<file path="config.mk">
export PLATFORM = sky130hd
export DESIGN_NAME = vmp_mac
export DESIGN_NICKNAME = d
export VERILOG_FILES = /design/src/design/vmp_pkg.sv /design/src/design/vmp_mac.sv
export SDC_FILE = /design/constraint.sdc
export NUM_CORES = 2
export LEC_CHECK = 0
export BUFFER_PORTS_ARGS = -buffer_cell sky130_fd_sc_hd__buf_2
export CORE_ASPECT_RATIO = 1.4
export CORE_UTILIZATION = 55
export CTS_CLUSTER_DIAMETER = 120
export CTS_CLUSTER_SIZE = 12
export DETAILED_ROUTE_END_ITERATION = 12
export HOLD_SLACK_MARGIN = 0.06
export PLACE_DENSITY = 0.73
export SKIP_LAST_GASP = 1
export SLEW_MARGIN = 20
export SYNTH_ARGS = -nofsm -noshare
export SYNTH_HDL_FRONTEND = slang
export SYNTH_SLANG_ARGS = --single-unit
</file>
<file path="constraint.sdc">
create_clock -name clk -period 9.4 [get_ports clk]
set_clock_uncertainty 0.2 [all_clocks]
set_input_delay 1.41 -clock clk [delete_from_list [all_inputs] [get_ports clk]]
set_output_delay 1.41 -clock clk [all_outputs]
set_load 0.1 [all_outputs]
</file>
<file path="src/design/vmp_pkg.sv">
// ---------------------------------------------------------------------------
// vmp_pkg
// Shared constants and types for the integer vector-matrix product core.
// ---------------------------------------------------------------------------
package vmp_pkg;

    localparam int MAX_DIM   = 16;
    localparam int ELEM_BITS = 32;

    localparam int DIM_W   = $clog2(MAX_DIM);
    localparam int CNT_W   = $clog2(MAX_DIM + 1);
    localparam int ADDR_W  = $clog2(MAX_DIM * MAX_DIM);
    localparam int PROD_W  = 2 * ELEM_BITS;
    localparam int ACC_W   = 64;

    localparam int SIZE_W     = 5;
    localparam int SIZE_RESET = 16;

    localparam int IDX_W   = 4;
    localparam int VALUE_W = 32;

    localparam logic KIND_MATRIX = 1'b0;
    localparam logic KIND_VECTOR = 1'b1;

    localparam int REG_SIZE_IN_USE = 0;

    typedef struct packed {
        logic             valid;
        logic             clear;
        logic [DIM_W-1:0] idx;
    } mac_ctl_t;

endpackage

</file>
<file path="src/design/vmp_mac.sv">
// ---------------------------------------------------------------------------
// vmp_mac
// Shared multiply-accumulate unit: registered product, then add into the
// selected accumulator. Holds the accumulator bank.
// ---------------------------------------------------------------------------
module vmp_mac
    import vmp_pkg::*;
(
    input  logic                 clk,
    input  logic                 rst_n,
    input  mac_ctl_t             ctl,
    input  logic [ELEM_BITS-1:0] vec_val,
    input  logic [ELEM_BITS-1:0] mat_val,
    input  logic [DIM_W-1:0]     rd_idx,
    output logic [ACC_W-1:0]     rd_data,
    output logic                 busy
);

    logic signed [PROD_W-1:0] prod_next;
    logic signed [PROD_W-1:0] prod_reg;
    logic                     prod_valid_reg;
    logic [DIM_W-1:0]         prod_idx_reg;
    logic [ACC_W-1:0]         acc_reg [MAX_DIM];

    assign prod_next = $signed(vec_val) * $signed(mat_val);

    always_ff @(posedge clk or negedge rst_n)
    begin
        if (!rst_n)
        begin
            prod_valid_reg <= 1'b0;
        end
        else
        begin
            prod_valid_reg <= ctl.valid;
        end
    end

    always_ff @(posedge clk)
    begin
        if (ctl.valid)
        begin
            prod_reg     <= prod_next;
            prod_idx_reg <= ctl.idx;
        end
    end

    always_ff @(posedge clk or negedge rst_n)
    begin
        if (!rst_n)
        begin
            for (int k = 0; k < MAX_DIM; k++)
            begin
                acc_reg[k] <= '0;
            end
        end
        else if (ctl.clear)
        begin
            for (int k = 0; k < MAX_DIM; k++)
            begin
                acc_reg[k] <= '0;
            end
        end
        else if (prod_valid_reg)
        begin
            acc_reg[prod_idx_reg] <= acc_reg[prod_idx_reg] + ACC_W'(prod_reg);
        end
    end

    assign rd_data = acc_reg[rd_idx];
    assign busy    = prod_valid_reg;

endmodule

</file>
## Word level (Yosys, flattened, before mapping)

Cells that the tools add are included.

- Register bits after elaboration: 1093
- Input port bits: 76
- Output and inout port bits: 65
- Logic and storage cells: 39

- Add/sub/neg operators: 1
- $mul: 1
- Magnitude comparators: 3
- Muxes and demuxes: 11
- Bitwise logic cells: 2
- Reduce and logical (&&, ||, !) cells: 2

Operators by type and width:

| operator | number |
|---|---|
| $mux 1024 | 2 |
| $bwmux 1024 | 1 |
| $bmux 64 s4 | 2 |
| $mux 64 | 5 |
| $demux 64 s4 | 1 |
| $add 64x64->64 | 1 |
| $mul 32x32->64 | 1 |
| $ge 5x5->1 const B | 2 |
| $not 4->5 | 2 |
| $lt 5x1->1 const B | 1 |
| $reduce_bool 2->1 | 1 |
| $logic_and 1x1->1 | 1 |

## Depth between registers and ports, before layout

- Word-level depth: 8
- Gate-level depth with buffers: 28
- Gate-level depth less buffers: 26

## Worst setup path before layout

No wires, ideal clock.

- Path kind: input port to flip-flop
- Start: input port mat_val[2]
- End: register prod_reg[60] (data pin)
- Library setup time: 0.195 ns
- Arrival: 8.592 ns
- Required time: 9.005 ns
- Slack: 0.413 ns
- Stages on the path: 23
- Path buffers: 1
- Path through: clkbuf_1 nand2_1 inv_1 fa_1 fa_1 fa_1 fa_1 inv_1 fa_1 inv_1 fa_1 fa_1 fa_1 ha_1 nor2b_1 o21ai_0 inv_1 a311oi_1 o211a_1 o211ai_1 o21ai_1 or4b_1 o311ai_0

- Word-level cells in the longest chain between the ends: 1

RTL lines:

| element | line | source |
|---|---|---|
| from (decl) | vmp_mac.sv:13 | `input logic [ELEM_BITS-1:0] mat_val,` |
| $mul 32x32->64 | vmp_mac.sv:25 | `assign prod_next = $signed(vec_val) * $signed(mat_val);` |
| via prod_next[60] | vmp_mac.sv:19 | `logic signed [PROD_W-1:0] prod_next;` |
| to (signal assigned) | vmp_mac.sv:43 | `prod_reg <= prod_next;` |
| to (decl) | vmp_mac.sv:20 | `logic signed [PROD_W-1:0] prod_reg;` |

The timed path passes the listed nets, and every way through them passes these cells.
A chain may end at the register's enable or synchronous reset.

## Final worst setup path

- Start: input port vec_val[14]
- End: register prod_reg[62] (data pin)

- Word-level cells in the longest chain between the ends: 1

RTL lines:

| element | line | source |
|---|---|---|
| from (decl) | vmp_mac.sv:12 | `input logic [ELEM_BITS-1:0] vec_val,` |
| $mul 32x32->64 | vmp_mac.sv:25 |  |
| via prod_next[62] | vmp_mac.sv:19 |  |

The timed path passes the listed nets, and every way through them passes these cells.

==> impl_metrics.env <==
export IMPL_ys_ff_latch=1093
export IMPL_cp_endpoint="prod_reg[62]"
export IMPL_fin_nets=9282
export IMPL_rsz0062_at_grt="no"
export IMPL_track_usage_pct=35.30
export IMPL_crit_start="vec_val[14]"
export IMPL_detail_route_antenna_nets=0
export IMPL_largest_reg_flops=1024
export IMPL_layout_commonest_cell="fa_1"
export IMPL_holdWs_ns=0.2993
export IMPL_synthDistinctLibCells=88
export IMPL_syn_to_final_growth_pct=8.015
export IMPL_yosysTopAreaCellShare_pct=27.33
export IMPL_clk_pin_slew_ns=0.06
export IMPL_finalHoldViolations=0
export IMPL_drt_vias_per_instance=6.755
export IMPL_dieArea_sq_mm=0.1723
export IMPL_layout_drive_gt1_share_pct=17.20
export IMPL_syn_instance_count=7933
export IMPL_cp_max_fo=21
export IMPL_dr_pass1_iters=8
export IMPL_worstPathArrival_ns=9.32
export IMPL_hold_depth=2
export IMPL_routed_wl_um=297000
export IMPL_synth_edf_count=68
export IMPL_syn_nets=9339
export IMPL_synth_top_cell_by_area="dfrtp_1"
export IMPL_reg2reg_depth=15
export IMPL_gp_congestion=0.9655
export IMPL_layout_common_cells="fa_1, dfrtp_1, inv_1, a22o_1, nand2_1"
export IMPL_synthArstFlopShare_pct=93.78
export IMPL_grt_antenna_before_repair=18
export IMPL_r2r_end="acc_reg[693]"
export IMPL_stdcell_count=10170
export IMPL_post_cts_buffers=0
export IMPL_maxCapViolCount=0
export IMPL_r2r_setup_slack_ns=2.20
export IMPL_cts_tree="built"
export IMPL_outcome="complete, no violations"
export IMPL_die_h_um=490.8
export IMPL_period_share_pct=96.77
export IMPL_first_global_vias=74290
export IMPL_reg2reg_from="prod_idx_reg[0]"
export IMPL_rows=179
export IMPL_wl_per_cell_um=29.20
export IMPL_critPathKind="primary input to flop"
export IMPL_report_final_slew_viol_count=0
export IMPL_ctsResizeCount=0
export IMPL_drtIter0Drc=6758
export IMPL_clkSinkCount=1093
export IMPL_tightest_slew_ns=1.273
export IMPL_dpl_hpwl_um=201500
export IMPL_dr_total_vias=68690
export IMPL_numCtsBuffers=101
export IMPL_setup_viol=0
export IMPL_hp_class="flop to flop"
export IMPL_start_kind="primary input"
export IMPL_clockBufferDepth=3
export IMPL_die_w_um=351.1
export IMPL_timing_fmax_mhz=109.9
export IMPL_fin_crit_ns=9.096
export IMPL_grt_pass1_wl_um=454800
export IMPL_portBuffers=140
export IMPL_cp_end_kind="flop"
export IMPL_htree_levels=3
export IMPL_place_inst=10040
export IMPL_start_util_pct=55.29
export IMPL_ios=141
export IMPL_core_area_sq_mm=0.1698
export IMPL_worstPathRequired_ns=9.62
export IMPL_grt_max_degree=166
export IMPL_ctsHoldBuffers=0
export IMPL_ys_flop_type="dfrtp_1"
export IMPL_synthTopCellsByArea="dfrtp_1, fa_1, mux4_2"
export IMPL_grt_overflow=0
export IMPL_ys_seq_area_share_pct=29.50
export IMPL_slew_headroom_pct=15.16
export IMPL_root_buffer="clkbuf_16"
export IMPL_synth_area_per_cell_sq_um=11.83
export IMPL_clk_latency_ns=0.74
export IMPL_synth_warning_count=0
export IMPL_drc_errors=0
export IMPL_syn_cell_area_sq_mm=0.09387
-- per-stage QoR --
stage	cell area, sq um	utilization, %	setup WS (ns)	setup TNS, ns
2_1_floorplan	93870	-	0.4131	0
3_3_place_gp	98530	58.04	-0.3566	-1.468
3_5_place_dp	98580	58.07	-0.3990	-2.258
4_1_cts	101300	59.68	0.3858	0
5_1_grt	101400	59.72	0.04500	0
6_report	101400	59.72	0.3039	0
-- logic make-up after synthesis --
family / after synthesis / synth area share, %
flip-flops: 1093 / 29.50
XOR/XNOR: 121 / 1.197
AO/OA/AOI/OAI: 1465 / 12.21
multiplexers: 643 / 15.39
adder cells (fa/ha/maj): 1330 / 26.39
AND/OR/NAND/NOR: 1631 / 8.639
buffers and inverters: 1650 / 6.677
-- worst min-delay path by stage --
stage / startpoint / endpoint / slack, ns
global placement: acc_reg[373] / acc_reg[373] / 0.27
global route: acc_reg[893] / acc_reg[893] / 0.32
CTS: acc_reg[75] / acc_reg[75] / 0.30
detailed placement: acc_reg[25] / acc_reg[25] / 0.29
finish: acc_reg[258] / acc_reg[258] / 0.30
floorplan: acc_reg[637] / acc_reg[637] / 0.26
-- Yosys cell counts, types with 29 or more instances --
master	instances
a21o_1	71
nor3_1	34
ha_1	247
inv_1	976
nor2_1	91
nand3_1	55
xnor2_1	72
a21oi_1	146
buf_1	57
edfxtp_1	68
dfrtp_1	1025
a32o_1	57
mux4_2	640
nand2_1	740
clkbuf_1	579
and2_1	526
nor2b_1	41
nand4_1	46
xor2_1	42
buf_2	29
fa_1	1083
a22o_1	816
o21ai_0	186
-- worst max-delay path: stages --
cell      delay [ns]
buf_2           0.49
nand2_1         0.15
fa_1            0.49
fa_1            0.55
inv_1           0.05
fa_1            0.49
fa_1            0.60
fa_1            0.45
fa_1            0.46
fa_1            0.50
inv_1           0.05
fa_1            0.51
inv_1           0.05
ha_1            0.33
buf_4           0.16
a21oi_1         0.17
o211ai_1        0.17
a221oi_1        0.38
buf_4           0.19
o21ai_0         0.12
a311oi_1        0.36
o211a_1         0.26
o211ai_1        0.19
a21oi_1         0.31
mux2i_1         0.23
o311ai_0        0.17
-- per-layer routing --
| layer | track usage (%) | part of all wire [%] | up-vias |
|---|---|---|---|
| met1 | 42.60 | 33 | 35580 |
| met4 | 20.60 | 7.2 | 18 |
| met5 | 0 | 0.034 | - |
| met2 | 58.17 | 49 | 4401 |
| met3 | 7.821 | 11 | 1331 |
| li1 | - | - | 27360 |
-- area by class of cell --
class / instances / area (sq um)
sequential: 1093 / 27690
clock inverter: 4 / 56.30
multi-input combinational: 5190 / 60390
timing repair buffer: 514 / 4063
inverter: 976 / 3664
antenna: 6 / 15.01
tap: 2262 / 2830
fill: 13530 / 68380
clock buffer: 124 / 2678
Power is not shown: default switching activity piles up to over one toggle a cycle in this logic, so the estimate is an artifact.
